## src/sv/svae_pkg.sv

```systemverilog
// shared types and constants for the sound voice allocator and envelope block
// used by every module of the block, no dependencies
`timescale 1ns / 1ps

package svae_pkg;

    // input action and report codes
    localparam logic ACTION_ADD  = 1'b0;
    localparam logic ACTION_TICK = 1'b1;
    localparam logic KIND_ADD    = 1'b0;
    localparam logic KIND_PLAY   = 1'b1;

    // register map (word index)
    localparam logic REG_CEILING = 1'b0;

    localparam logic [14:0] CEIL_RESET = 15'h7FFF;
    localparam logic signed [7:0] PRI_FREE = -8'sd128;
    localparam logic signed [7:0] PRI_ZERO = 8'sd0;
    localparam int DIGITAL_BIT = 7;

    // tone divider: quotient = PITCH_NUM / ((raw >> 3) + PITCH_BIAS)
    localparam int QW       = 13;
    localparam int NW       = 21;
    localparam int DSH_W    = QW + QW - 1;
    localparam int DIV_CW   = 4;
    localparam logic [NW-1:0]     PITCH_NUM  = 21'd1760000;
    localparam logic [QW-1:0]     PITCH_BIAS = 13'd320;
    localparam logic [DIV_CW-1:0] DIV_STEPS  = 4'd13;
    localparam logic signed [16:0] PITCH_MAX = 17'sd32767;

    typedef struct packed {
        logic load;
        logic scan_step;
        logic add_emit;
        logic pick;
        logic update;
        logic div_start;
        logic tick_emit;
    } t_cmd;

    typedef struct packed {
        logic req_tick;
        logic todo_empty;
        logic scan_last;
        logic out_free;
        logic div_busy;
    } t_status;

endpackage

```

## src/sv/svae_div.sv

```systemverilog
// restoring divider for the tone pitch, one quotient bit per cycle
// depends on svae_pkg
`timescale 1ns / 1ps

module svae_div (
    input  logic                     i_clk,
    input  logic                     i_rst_n,
    input  logic                     i_start,
    input  logic [svae_pkg::QW-1:0]  i_divisor,
    output logic                     o_busy,
    output logic [svae_pkg::QW-1:0]  o_quotient
);

    logic                          r_busy;
    logic [svae_pkg::DIV_CW-1:0]   r_cnt;
    logic [svae_pkg::NW-1:0]       r_rem;
    logic [svae_pkg::DSH_W-1:0]    r_dsh;
    logic [svae_pkg::QW-1:0]       r_q;

    logic [svae_pkg::DSH_W-1:0]    rem_ext;
    logic [svae_pkg::DSH_W-1:0]    diff;
    logic                          ge;

    assign rem_ext = svae_pkg::DSH_W'(r_rem);
    assign ge      = rem_ext >= r_dsh;
    assign diff    = rem_ext - r_dsh;

    always_ff @(posedge i_clk) begin
        if (!i_rst_n) begin
            r_busy <= 1'b0;
            r_cnt  <= '0;
        end else if (i_start) begin
            r_busy <= 1'b1;
            r_cnt  <= svae_pkg::DIV_STEPS;
        end else if (r_busy) begin
            r_cnt <= r_cnt - 1'b1;
            if (r_cnt == svae_pkg::DIV_CW'(1)) begin
                r_busy <= 1'b0;
            end
        end
    end

    always_ff @(posedge i_clk) begin
        if (i_start) begin
            r_rem <= svae_pkg::PITCH_NUM;
            r_dsh <= svae_pkg::DSH_W'(i_divisor) << (svae_pkg::QW - 1);
            r_q   <= '0;
        end else if (r_busy) begin
            if (ge) begin
                r_rem <= diff[svae_pkg::NW-1:0];
            end
            r_dsh <= r_dsh >> 1;
            r_q   <= {r_q[svae_pkg::QW-2:0], ge};
        end
    end

    assign o_busy     = r_busy;
    assign o_quotient = r_q;

endmodule

```

## src/sv/svae_dp.sv

```systemverilog
// voice state, request scan, per-tick envelope update and output register
// depends on svae_pkg and svae_div
`timescale 1ns / 1ps

module svae_dp #(
    parameter int VOICES = 4
) (
    input  logic                  i_clk,
    input  logic                  i_rst_n,
    input  svae_pkg::t_cmd        i_cmd,
    output svae_pkg::t_status     o_status,
    input  logic [14:0]           i_ceiling,
    input  logic                  i_action,
    input  logic [6:0]            i_priority_req,
    input  logic [15:0]           i_owner,
    input  logic [7:0]            i_sound_kind,
    input  logic signed [15:0]    i_start_volume,
    input  logic signed [15:0]    i_volume_step,
    input  logic signed [15:0]    i_start_pitch,
    input  logic signed [15:0]    i_pitch_step,
    input  logic [15:0]           i_duration,
    input  logic                  i_out_stall,
    output logic                  o_out_valid,
    output logic                  o_report_kind,
    output logic [1:0]            o_voice,
    output logic                  o_accepted,
    output logic [14:0]           o_play_volume,
    output logic [12:0]           o_play_pitch,
    output logic [7:0]            o_play_type,
    output logic                  o_last
);

    localparam int VW = (VOICES > 1) ? $clog2(VOICES) : 1;
    localparam int IW = (VW > 2) ? VW : 2;

    // voice state
    logic                r_active   [VOICES];
    logic signed [7:0]   r_pri      [VOICES];
    logic [7:0]          r_type     [VOICES];
    logic [15:0]         r_len      [VOICES];
    logic signed [15:0]  r_vol      [VOICES];
    logic signed [15:0]  r_vstep    [VOICES];
    logic signed [15:0]  r_pitch    [VOICES];
    logic signed [15:0]  r_pstep    [VOICES];
    logic [15:0]         r_owner    [VOICES];

    // latched request
    logic                r_req_tick;
    logic [6:0]          r_req_pri;
    logic [15:0]         r_req_owner;
    logic [7:0]          r_req_kind;
    logic signed [15:0]  r_req_vol;
    logic signed [15:0]  r_req_vstep;
    logic signed [15:0]  r_req_pitch;
    logic signed [15:0]  r_req_pstep;
    logic [15:0]         r_req_dur;

    // scan and tick bookkeeping
    logic [VW-1:0]       r_idx;
    logic [VOICES-1:0]   r_todo;
    logic                r_last;
    logic                r_match_hit;
    logic [VW-1:0]       r_match_idx;
    logic signed [7:0]   r_min_pri;
    logic [VW-1:0]       r_min_idx;

    // output register
    logic                r_out_valid;
    logic                r_out_kind;
    logic [1:0]          r_out_voice;
    logic                r_out_acc;
    logic [14:0]         r_out_vol;
    logic [12:0]         r_out_pitch;
    logic [7:0]          r_out_type;
    logic                r_out_last;

    logic [VOICES-1:0]   todo_init;
    logic [VW-1:0]       first_idx;
    logic [VOICES-1:0]   todo_rest;
    logic                hit_k;
    logic                take;
    logic [VW-1:0]       sel;
    logic [IW-1:0]       sel_ext;
    logic [IW-1:0]       idx_ext;
    logic                out_free;

    logic [15:0]         len_n;
    logic signed [16:0]  vsum;
    logic signed [16:0]  psum;
    logic signed [15:0]  vclip;
    logic signed [15:0]  pclip;
    logic                off;

    logic [svae_pkg::QW-1:0] divisor;
    logic                    div_busy;
    logic [svae_pkg::QW-1:0] quotient;

    always_comb begin
        for (int i = 0; i < VOICES; i++) begin
            todo_init[i] = (i < VOICES - 1) && r_active[i] && !r_type[i][svae_pkg::DIGITAL_BIT];
        end
    end

    // lowest pending voice
    always_comb begin
        first_idx = '0;
        for (int i = VOICES - 1; i >= 0; i--) begin
            if (r_todo[i]) begin
                first_idx = VW'(i);
            end
        end
    end

    always_comb begin
        todo_rest = r_todo;
        todo_rest[first_idx] = 1'b0;
    end

    assign hit_k = (r_owner[r_idx] == r_req_owner) &&
                   (r_pri[r_idx] == $signed({1'b0, r_req_pri}));
    assign take  = r_match_hit || (r_min_pri == svae_pkg::PRI_ZERO) ||
                   (r_min_pri == svae_pkg::PRI_FREE);
    assign sel     = r_match_hit ? r_match_idx : r_min_idx;
    assign sel_ext = IW'(sel);
    assign idx_ext = IW'(r_idx);

    // envelope step for voice r_idx
    assign len_n = r_len[r_idx] - 16'd1;
    assign vsum  = 17'(r_vol[r_idx]) + 17'(r_vstep[r_idx]);
    assign psum  = 17'(r_pitch[r_idx]) + 17'(r_pstep[r_idx]);
    assign vclip = (vsum > $signed({2'b00, i_ceiling})) ? $signed({1'b0, i_ceiling})
                                                       : vsum[15:0];
    assign pclip = (psum > svae_pkg::PITCH_MAX) ? 16'sh7FFF : psum[15:0];
    assign off   = (len_n == 16'd0) || vsum[16] || psum[16];

    assign divisor = svae_pkg::QW'(r_pitch[r_idx][14:3]) + svae_pkg::PITCH_BIAS;

    svae_div u_div (
        .i_clk      (i_clk),
        .i_rst_n    (i_rst_n),
        .i_start    (i_cmd.div_start),
        .i_divisor  (divisor),
        .o_busy     (div_busy),
        .o_quotient (quotient)
    );

    assign out_free = !r_out_valid || !i_out_stall;

    // control state
    always_ff @(posedge i_clk) begin
        if (!i_rst_n) begin
            for (int i = 0; i < VOICES; i++) begin
                r_active[i] <= 1'b0;
                r_pri[i]    <= svae_pkg::PRI_FREE;
            end
            r_idx       <= '0;
            r_todo      <= '0;
            r_last      <= 1'b0;
            r_match_hit <= 1'b0;
            r_out_valid <= 1'b0;
        end else begin
            if (i_cmd.load) begin
                r_idx       <= '0;
                r_todo      <= todo_init;
                r_match_hit <= 1'b0;
            end
            if (i_cmd.scan_step) begin
                r_idx <= r_idx + 1'b1;
                if (!r_match_hit && hit_k) begin
                    r_match_hit <= 1'b1;
                end
            end
            if (i_cmd.pick) begin
                r_idx  <= first_idx;
                r_todo <= todo_rest;
                r_last <= (todo_rest == '0);
            end
            if (i_cmd.add_emit && take) begin
                r_active[sel] <= 1'b1;
                r_pri[sel]    <= $signed({1'b0, r_req_pri});
            end
            if (i_cmd.update && off) begin
                r_active[r_idx] <= 1'b0;
                r_pri[r_idx]    <= svae_pkg::PRI_FREE;
            end
            if (i_cmd.add_emit || i_cmd.tick_emit) begin
                r_out_valid <= 1'b1;
            end else if (!i_out_stall) begin
                r_out_valid <= 1'b0;
            end
        end
    end

    // payload state
    always_ff @(posedge i_clk) begin
        if (i_cmd.load) begin
            r_req_tick  <= (i_action == svae_pkg::ACTION_TICK);
            r_req_pri   <= i_priority_req;
            r_req_owner <= i_owner;
            r_req_kind  <= i_sound_kind;
            r_req_vol   <= i_start_volume;
            r_req_vstep <= i_volume_step;
            r_req_pitch <= i_start_pitch;
            r_req_pstep <= i_pitch_step;
            r_req_dur   <= i_duration;
        end
        if (i_cmd.scan_step) begin
            if (!r_match_hit && hit_k) begin
                r_match_idx <= r_idx;
            end
            if ((r_idx == '0) || (r_min_pri > r_pri[r_idx])) begin
                r_min_pri <= r_pri[r_idx];
                r_min_idx <= r_idx;
            end
        end
        if (i_cmd.add_emit && take) begin
            r_type[sel]  <= r_req_kind;
            r_vol[sel]   <= r_req_vol;
            r_vstep[sel] <= r_req_vstep;
            r_pitch[sel] <= r_req_pitch;
            r_pstep[sel] <= r_req_pstep;
            r_len[sel]   <= r_req_dur;
            r_owner[sel] <= r_req_owner;
        end else if (i_cmd.update) begin
            r_len[r_idx] <= len_n;
            if (off) begin
                r_vol[r_idx]   <= '0;
                r_pitch[r_idx] <= '0;
                r_type[r_idx]  <= '0;
            end else begin
                r_vol[r_idx]   <= vclip;
                r_pitch[r_idx] <= pclip;
            end
        end
        if (i_cmd.add_emit) begin
            r_out_kind  <= svae_pkg::KIND_ADD;
            r_out_voice <= take ? sel_ext[1:0] : 2'd0;
            r_out_acc   <= take;
            r_out_vol   <= '0;
            r_out_pitch <= '0;
            r_out_type  <= '0;
            r_out_last  <= 1'b1;
        end else if (i_cmd.tick_emit) begin
            r_out_kind  <= svae_pkg::KIND_PLAY;
            r_out_voice <= idx_ext[1:0];
            r_out_acc   <= 1'b0;
            r_out_vol   <= r_vol[r_idx][14:0];
            r_out_pitch <= quotient;
            r_out_type  <= r_type[r_idx];
            r_out_last  <= r_last;
        end
    end

    always_comb begin
        o_status.req_tick   = r_req_tick;
        o_status.todo_empty = (r_todo == '0);
        o_status.scan_last  = (r_idx == VW'(VOICES - 1));
        o_status.out_free   = out_free;
        o_status.div_busy   = div_busy;
    end

    assign o_out_valid   = r_out_valid;
    assign o_report_kind = r_out_kind;
    assign o_voice       = r_out_voice;
    assign o_accepted    = r_out_acc;
    assign o_play_volume = r_out_vol;
    assign o_play_pitch  = r_out_pitch;
    assign o_play_type   = r_out_type;
    assign o_last        = r_out_last;

endmodule

```

## src/sv/svae_ctrl.sv

```systemverilog
// sequencing state machine for add scans and tick updates
// depends on svae_pkg
`timescale 1ns / 1ps

module svae_ctrl (
    input  logic               i_clk,
    input  logic               i_rst_n,
    input  logic               i_in_valid,
    output logic               o_in_stall,
    input  svae_pkg::t_status  i_status,
    output svae_pkg::t_cmd     o_cmd
);

    typedef enum logic [8:0] {
        ST_IDLE     = 9'b000000001,
        ST_DISPATCH = 9'b000000010,
        ST_SCAN     = 9'b000000100,
        ST_COMMIT   = 9'b000001000,
        ST_PICK     = 9'b000010000,
        ST_UPD      = 9'b000100000,
        ST_DIVGO    = 9'b001000000,
        ST_DIVW     = 9'b010000000,
        ST_EMIT     = 9'b100000000
    } t_state;

    t_state r_state;
    t_state n_state;

    always_ff @(posedge i_clk) begin
        if (!i_rst_n) begin
            r_state <= ST_IDLE;
        end else begin
            r_state <= n_state;
        end
    end

    always_comb begin
        n_state = r_state;
        o_cmd   = '0;
        unique case (r_state)
            ST_IDLE: begin
                if (i_in_valid) begin
                    o_cmd.load = 1'b1;
                    n_state    = ST_DISPATCH;
                end
            end
            ST_DISPATCH: begin
                if (!i_status.req_tick) begin
                    n_state = ST_SCAN;
                end else if (i_status.todo_empty) begin
                    n_state = ST_IDLE;
                end else begin
                    n_state = ST_PICK;
                end
            end
            ST_SCAN: begin
                o_cmd.scan_step = 1'b1;
                if (i_status.scan_last) begin
                    n_state = ST_COMMIT;
                end
            end
            ST_COMMIT: begin
                if (i_status.out_free) begin
                    o_cmd.add_emit = 1'b1;
                    n_state        = ST_IDLE;
                end
            end
            ST_PICK: begin
                o_cmd.pick = 1'b1;
                n_state    = ST_UPD;
            end
            ST_UPD: begin
                o_cmd.update = 1'b1;
                n_state      = ST_DIVGO;
            end
            ST_DIVGO: begin
                o_cmd.div_start = 1'b1;
                n_state         = ST_DIVW;
            end
            ST_DIVW: begin
                if (!i_status.div_busy) begin
                    n_state = ST_EMIT;
                end
            end
            ST_EMIT: begin
                if (i_status.out_free) begin
                    o_cmd.tick_emit = 1'b1;
                    n_state = i_status.todo_empty ? ST_IDLE : ST_PICK;
                end
            end
            default: begin
                n_state = ST_IDLE;
            end
        endcase
    end

    assign o_in_stall = (r_state != ST_IDLE);

endmodule

```

## src/sv/sound_voice_allocator_envelope.sv

```systemverilog
// top level of the sound voice allocator with per-tick envelope and pitch slide
// depends on svae_pkg, svae_ctrl, svae_dp (which holds svae_div)
//
// usage:
//   input channel (i_in_valid / o_in_stall) takes one request at a time: an add
//   (action 0) or a frame tick (action 1); o_in_stall is high while a request
//   is being worked on
//   output channel (o_out_valid / i_out_stall) carries the reports through one
//   output register; o_last marks the final report of a request
//   an add scans the voices, one compared per cycle, then decides once the output
//   register is free and raises its one report; the input is free as it appears
//   a tick gives one report per active non-digital voice among the first
//   VOICES-1; each goes through pick, update and the 13-step pitch divider
//   a tick with nothing to update gives no report and frees the input after dispatch
//   a stalled receiver holds the report; the block waits before emitting the next
//   reset frees every voice and sets the volume ceiling to 32767
//   the volume ceiling is written through the apb port at address 0
`timescale 1ns / 1ps

module sound_voice_allocator_envelope #(
    parameter int VOICES = 4
) (
    input  logic                i_clk,
    input  logic                i_rst_n,
    input  logic                i_in_valid,
    output logic                o_in_stall,
    input  logic                i_action,
    input  logic [6:0]          i_priority_req,
    input  logic [15:0]         i_owner,
    input  logic [7:0]          i_sound_kind,
    input  logic signed [15:0]  i_start_volume,
    input  logic signed [15:0]  i_volume_step,
    input  logic signed [15:0]  i_start_pitch,
    input  logic signed [15:0]  i_pitch_step,
    input  logic [15:0]         i_duration,
    output logic                o_out_valid,
    input  logic                i_out_stall,
    output logic                o_report_kind,
    output logic [1:0]          o_voice,
    output logic                o_accepted,
    output logic [14:0]         o_play_volume,
    output logic [12:0]         o_play_pitch,
    output logic [7:0]          o_play_type,
    output logic                o_last,
    input  logic                psel,
    input  logic                penable,
    input  logic                pwrite,
    input  logic [2:0]          paddr,
    input  logic [31:0]         pwdata,
    output logic [31:0]         prdata,
    output logic                pready
);

    logic [14:0]        r_ceiling;
    svae_pkg::t_cmd     cmd;
    svae_pkg::t_status  status;
    logic               cfg_hit;

    assign pready  = 1'b1;
    assign cfg_hit = (paddr[2] == svae_pkg::REG_CEILING);

    always_ff @(posedge i_clk) begin
        if (!i_rst_n) begin
            r_ceiling <= svae_pkg::CEIL_RESET;
        end else if (psel && penable && pwrite && pready && cfg_hit) begin
            r_ceiling <= pwdata[14:0];
        end
    end

    assign prdata = cfg_hit ? {17'd0, r_ceiling} : 32'd0;

    svae_ctrl u_ctrl (
        .i_clk      (i_clk),
        .i_rst_n    (i_rst_n),
        .i_in_valid (i_in_valid),
        .o_in_stall (o_in_stall),
        .i_status   (status),
        .o_cmd      (cmd)
    );

    svae_dp #(
        .VOICES (VOICES)
    ) u_dp (
        .i_clk          (i_clk),
        .i_rst_n        (i_rst_n),
        .i_cmd          (cmd),
        .o_status       (status),
        .i_ceiling      (r_ceiling),
        .i_action       (i_action),
        .i_priority_req (i_priority_req),
        .i_owner        (i_owner),
        .i_sound_kind   (i_sound_kind),
        .i_start_volume (i_start_volume),
        .i_volume_step  (i_volume_step),
        .i_start_pitch  (i_start_pitch),
        .i_pitch_step   (i_pitch_step),
        .i_duration     (i_duration),
        .i_out_stall    (i_out_stall),
        .o_out_valid    (o_out_valid),
        .o_report_kind  (o_report_kind),
        .o_voice        (o_voice),
        .o_accepted     (o_accepted),
        .o_play_volume  (o_play_volume),
        .o_play_pitch   (o_play_pitch),
        .o_play_type    (o_play_type),
        .o_last         (o_last)
    );

endmodule

```

## config.mk

```make
export PLATFORM = sky130hd
export DESIGN_NAME = sound_voice_allocator_envelope
export DESIGN_NICKNAME = d
export VERILOG_FILES = /design/src/sv/svae_pkg.sv /design/src/sv/svae_div.sv /design/src/sv/svae_dp.sv /design/src/sv/svae_ctrl.sv /design/src/sv/sound_voice_allocator_envelope.sv
export SDC_FILE = /design/constraint.sdc
export NUM_CORES = 1
export LEC_CHECK = 0
export BUFFER_PORTS_ARGS = -buffer_cell sky130_fd_sc_hd__buf_4
export CAP_MARGIN = 5
export CORE_ASPECT_RATIO = 2
export CORE_MARGIN = 3
export CORE_UTILIZATION = 45
export DETAILED_ROUTE_END_ITERATION = 6
export GPL_TIMING_DRIVEN = 0
export PLACE_DENSITY_LB_ADDON = 0.2
export SLEW_MARGIN = 0
export SYNTH_ARGS = -nofsm -noshare
export SYNTH_HDL_FRONTEND = slang
export SYNTH_SLANG_ARGS = --single-unit
```

## constraint.sdc

```tcl
create_clock -name i_clk -period 7.8 [get_ports i_clk]
set_clock_uncertainty 0.1 [all_clocks]
set_input_delay 0.78 -clock i_clk [delete_from_list [all_inputs] [get_ports i_clk]]
set_output_delay 0.78 -clock i_clk [all_outputs]
set_load 0.01 [all_outputs]
```

# Word-level counts from Yosys, hierarchy flattened
# Memory sizes are Yosys's and may differ from the RTL's. A register that Yosys moved wholly into a read port is not among the register bits.
# Cells that the tools add are included.
dict set report totals {
  ff_bits 254
  in_bits 154
  mem_count 9
  out_inout_bits 76
  elab_cells 235
  ram_bits 452
}
dict set report op_classes {
  add_sub_neg 7
  n_lt_le_gt_ge 6
  bitwise_logic 6
  eq_ne 21
  n_reduce_logical 46
  mux 108
}
# memory words word_bits read_ports rd_ports_with_merged_regs write_ports line
set mem_list {}
lappend mem_list {u_dp.r_len 4 16 1 1 1 svae_dp.sv:40} ;# logic [15:0] r_len [VOICES];
lappend mem_list {u_dp.r_owner 4 16 1 1 1 svae_dp.sv:45} ;# logic [15:0] r_owner [VOICES];
lappend mem_list {u_dp.r_pitch 4 16 1 1 1 svae_dp.sv:43} ;# logic signed [15:0] r_pitch [VOICES];
lappend mem_list {u_dp.r_pstep 4 16 1 1 1 svae_dp.sv:44} ;# logic signed [15:0] r_pstep [VOICES];
lappend mem_list {u_dp.r_vol 4 16 1 1 1 svae_dp.sv:41} ;# logic signed [15:0] r_vol [VOICES];
lappend mem_list {u_dp.r_vstep 4 16 1 1 1 svae_dp.sv:42} ;# logic signed [15:0] r_vstep [VOICES];
lappend mem_list {{3 more memories} - - - - - -}
# op n
set op_table {}
lappend op_table {{two-way mux 16 bit} 7}
lappend op_table {{case mux 9 bit (9 select lines)} 1}
lappend op_table {{two-way mux 2 bit} 33}
lappend op_table {{two-way mux 9 bit} 6}
lappend op_table {{two-way mux 25 bit} 2}
lappend op_table {{two-way mux 1 bit} 49}
lappend op_table {{OR reduction 16 bit} 3}
lappend op_table {{adder 16 x 16 -> 17 bit} 2}
lappend op_table {{greater-or-equal comparator 21 x 25 -> 1 bit} 1}
lappend op_table {{two-way mux 8 bit} 3}
lappend op_table {{OR reduction 8 bit} 3}
lappend op_table {{subtractor 21 bit} 1}
lappend op_table {{greater-than comparator 17 x 16 -> 1 bit} 1}
lappend op_table {{greater-than comparator 17 x 16 -> 1 bit (second input constant)} 1}
lappend op_table {{== test 16 bit} 1}
lappend op_table {{zero test 16 bit} 1}
lappend op_table {{two-way mux 4 bit} 4}
lappend op_table {{subtractor 16 x 1 -> 16 bit (second input constant)} 1}
lappend op_table {{two-way mux 15 bit} 1}
lappend op_table {{adder 12 x 9 -> 13 bit (second input constant)} 1}
lappend op_table {{logical AND 1 bit} 11}
lappend op_table {{== test 9 x 1 -> 1 bit (second input constant)} 1}
lappend op_table {{== test 9 x 2 -> 1 bit (second input constant)} 1}
lappend op_table {{== test 9 x 3 -> 1 bit (second input constant)} 1}
lappend op_table {{other kinds (35)} 58}

# Longest topological paths before layout
dict set report logic_depth {
  depth_word 11
  ltp_mapped 29
  mapped_depth_nobuf 21
}

# Hierarchy
# Synthesis repeated with hierarchy kept, for this count alone.
dict set report hier_totals {
  cells_unflattened 2175
  area_unflattened_um2 31233.7
}
# module n_inst cells_per_inst area_per_inst_um2 seq_area_each_um2
set modules_own_cells {}
lappend modules_own_cells {svae_dp 1 1571 25977.4 17987.3}
lappend modules_own_cells {svae_div 1 423 3666.0 1411.4}
lappend modules_own_cells {sound_voice_allocator_envelope 1 102 943.4 300.3}
lappend modules_own_cells {svae_ctrl 1 79 646.9 180.2}

# Least setup slack after synthesis
# No wires, ideal clock.
dict set report synth_path {
  path_type {reg2reg}
  from {register (tool-made name)}
  to {memory u_dp.r_vol[0][10], data pin}
  stages_incl_launch_ff 30
  required_time_ns 7.411
  path_slack_ns 0.691
  arrival_ns 6.720
  path_buffers 8
  synth_period_minus_slack_ns 7.109
  setup_time_ns 0.289
  path_cell_list {dfxtp_1 -> buf_6 -> buf_6 -> buf_2 -> buf_2 -> buf_2 -> buf_2 -> buf_1 -> mux4_2 -> ha_1 -> inv_1 -> fa_1 -> nor2b_1 -> o31a_1 -> o21a_1 -> a21oi_1 -> o21bai_1 -> a21oi_1 -> xnor2_1 -> ha_1 -> a21o_1 -> a21o_1 -> a21oi_1 -> nor2b_1 -> o21ai_0 -> a21oi_1 -> o21ai_1 -> clkbuf_1 -> mux2i_1 -> o21ai_0}
}
# element line
set synth_rtl {}
lappend synth_rtl {{end, declared} svae_dp.sv:41}

==> flow_summary.toml <==
[status]
status = "finished clean"

[worst_setup_path]
start_kind = "register"
cp_slowest_cell = "mux4_2"
cp_common_cell = "a21oi_1"
cp-end-kind = "register"
critical_path_class = "register to register"
critPathMaxFanout = 19
cp_num_buf_inv = 8
worst_path_dominant_cell_family = "compound AO/OA/AOI/OAI gates"
cp.required_ns = 8.01
cp.arrival_ns = 7.40
critical-path-max-stage-delay_ns = 0.54

[routing]
wl_per_cell_um = 21.6
avgViaCountPerCell = 5.43
first_pass_iters = 5
drc_errors = 0
ant_nets = 0
drt_wl_total_um = 71900
drt_iter0_drc = 1127
vias = 18100

[global_route]
antenna_found_initial = 2
grt_pass1_wl_um = 110000
grt_pass1_vias = 19200
grt_max_degree = 35
grt-ovfl-total = 0
grtUsageTotal = 0.201

[yosys]
synth_top_flop_cell = "edfxtp_1"
ys_ff_latch = 715
synth_warnings = 0
async_reset_ff_frac = 0
synth_area_per_cell_um2 = 14.5
yosysSeqAreaShare = 0.664
synth_edf_count = 588
synth_area_leaders = "edfxtp_1 58%, dfxtp_1 8.4%, mux4_2 8.3%, ha_1 3.4%, nand2_1 2.6%"
postSynthCellCount = 2095
synth_top_area_frac = 0.580
netlist_area_mm2 = 0.0304
synth_cell_types = 71
yosys.area.top_type = "edfxtp_1"

[pwr]
power.share.clock = 0.394
p_seq_frac = 0.549
switchingPower_mw = 1.72
leakage_nw = 12.8
totalPowerFinal_mw = 8.05
swShare = 0.214
p_int_mw = 6.33
peakVddDrop_v = 0.000194
power.density_mw_per_mm2 = 225
comb_power_share = 0.057

[placed_design]
dpl.hpwl_um = 53600
dp_slack_ns = -2.17
gp_congestion = 0.853
portBuffers = 192
place_inst = 3211
placed_area_mm2 = 0.0336

[layout]
fin_area_mm2 = 0.0358
drive_gt1_frac = 0.201
stdcell_count = 3324
num-nets-final = 2627
num-fill-cells = 5413
area_delta_synth_final_pct = 17.5
fin_util = 0.535

[floorplanning]
fp.dieW_um = 190
die_height_um = 374
start_util = 0.455
fp-row-count = 134
die-area_mm2 = 0.0710
ios = 230
core-area_mm2 = 0.0669

[clock_network]
clockBufferDepth = 3
clockRootBuffer = "clkbuf_16"
hold_buffers = 0
htree_levels = 2
post-cts-setup-buffer-count = 0
cts_buffers = 60
cts_tree = "done"
insertion_delay_ns = 0.64
path_clk_slew_ns = 0.07
clock_sinks = 715

[sta]
slew_viol_final = 0
finalWorstSetupSlack_ns = 0.611
max_freq_mhz = 139
tightest_slew_ns = 0.963
hold_viol = 0
report.final.setup_viol = 0
final_min_period_over_clock_period = 0.922
setup_tns_ns = 0
whs_ns = 0.216
fin_crit_ns = 7.19
rsz0062_at_grt = "false"
relSlewSlack = 0.352

[hold_path]
hp-class = "input pin to register"

[run]
max_cap_violations = 0
## worst paths after layout
kind                                            from                    to  slack, ns  cells past startpoint
worst max register to register              register     u_dp.r_vol[1][14]       0.61                     28
worst max-delay path                        register     u_dp.r_vol[1][14]       0.61                     28
worst min register to register  u_dp.o_play_pitch[2]  u_dp.o_play_pitch[2]       0.35                      2
worst min-delay path                i_pitch_step[10]  u_dp.r_req_pstep[10]       0.22                      1
## final cells by class
cell class,count,area [um2],share of cell area
well taps,884,1110,0.0309
diodes,2,5.00,0.000140
flip-flops and latches,715,20200,0.565
repair buffers,217,1900,0.0533
multi-input cells,1206,9610,0.269
clock buffers,75,1620,0.0453
clock inverters,38,479,0.0134
inverters,85,319,0.00892
plain buffers,102,514,0.0144
## Yosys cell counts (6+ instances only)
library cell    n
a21boi_0       11
a21o_1         16
a21oi_1       102
a31oi_1        10
and2_1         30
and3_1         18
buf_1          16
buf_4          19
clkbuf_1       63
dfxtp_1       127
edfxtp_1      588
ha_1           83
inv_1          85
mux2i_1        57
mux4_2        112
nand2_1       211
nand2b_1       18
nand3_1        26
nand3b_1        7
nand4_1        16
nor2_1        119
nor2b_1        13
nor3_1         16
nor3b_1         6
nor4_1         16
nor4b_1         6
o211ai_1       29
o21a_1         14
o21ai_0        84
o21ai_1         6
o21bai_1        8
or2_2           6
or3_1           8
xnor2_1        49
xor2_1         39
## power groups by stage
| stage | Clock, mW | Combinational, mW | Sequential [mW] |
|---|---|---|---|
| floorplan | 0 | 0.198 | 4.49 |
| global placement | 0 | 0.433 | 4.52 |
| detailed placement | 0 | 0.462 | 4.50 |
| CTS | 3.25 | 0.464 | 4.42 |
| global route | 3.40 | 0.504 | 4.43 |
| finish | 3.17 | 0.457 | 4.42 |
## cell usage in the layout, fill, tap and decap left out, drive strengths merged, types with 39 or more instances in the layout
cell    instances
a21oi         102
buf           254
clkbuf        138
dfxtp         127
edfxtp        588
ha             83
inv            85
mux2i          57
mux4          112
nand2         211
nor2          119
o21ai          91
xnor2          49
xor2           39
## repair_timing
action	CTS	global route
resized for setup	24	6
gates cloned	0	0
setup endpoints to repair	243	50
endpoints found under the hold margin	0	0
pin swaps	0	0
## per-layer routing
layer,track usage,share of wire,vias to the layer above
li1,-,-,8425
met1,0.236,0.38,9000
met2,0.372,0.54,509
met3,0.0302,0.050,123
met4,0.0673,0.031,0
met5,0,0,-
## sequential cells by signal, summed over array words and instances (netlist names), 16 cells and up, named ones only
register          cells
u_dp.r_len           64
u_dp.r_owner         64
u_dp.r_pitch         64
u_dp.r_pri           32
u_dp.r_pstep         64
u_dp.r_req_dur       16
u_dp.r_req_owner     16
u_dp.r_req_pitch     16
u_dp.r_req_pstep     16
u_dp.r_req_vol       16
u_dp.r_req_vstep     16
u_dp.r_type          32
u_dp.r_vol           64
u_dp.r_vstep         64
u_dp.u_div.r_dsh     25
u_dp.u_div.r_rem     21
## cells by family (layout without fill, tap and decap cells)
kind of cell | count (synthesis) | after routing | share of synthesized area
flops | 715 | 715 | 0.664
simple gates | 535 | 535 | 0.0846
compound gates | 306 | 306 | 0.0605
buf+inv | 190 | 517 | 0.0265
mux | 172 | 172 | 0.103
xor+xnor | 88 | 88 | 0.0253
fa+ha+maj | 87 | 87 | 0.0364
other cells | 2 | 20 | 0.000247
Note: power is estimated with default switching activity, not from simulation.
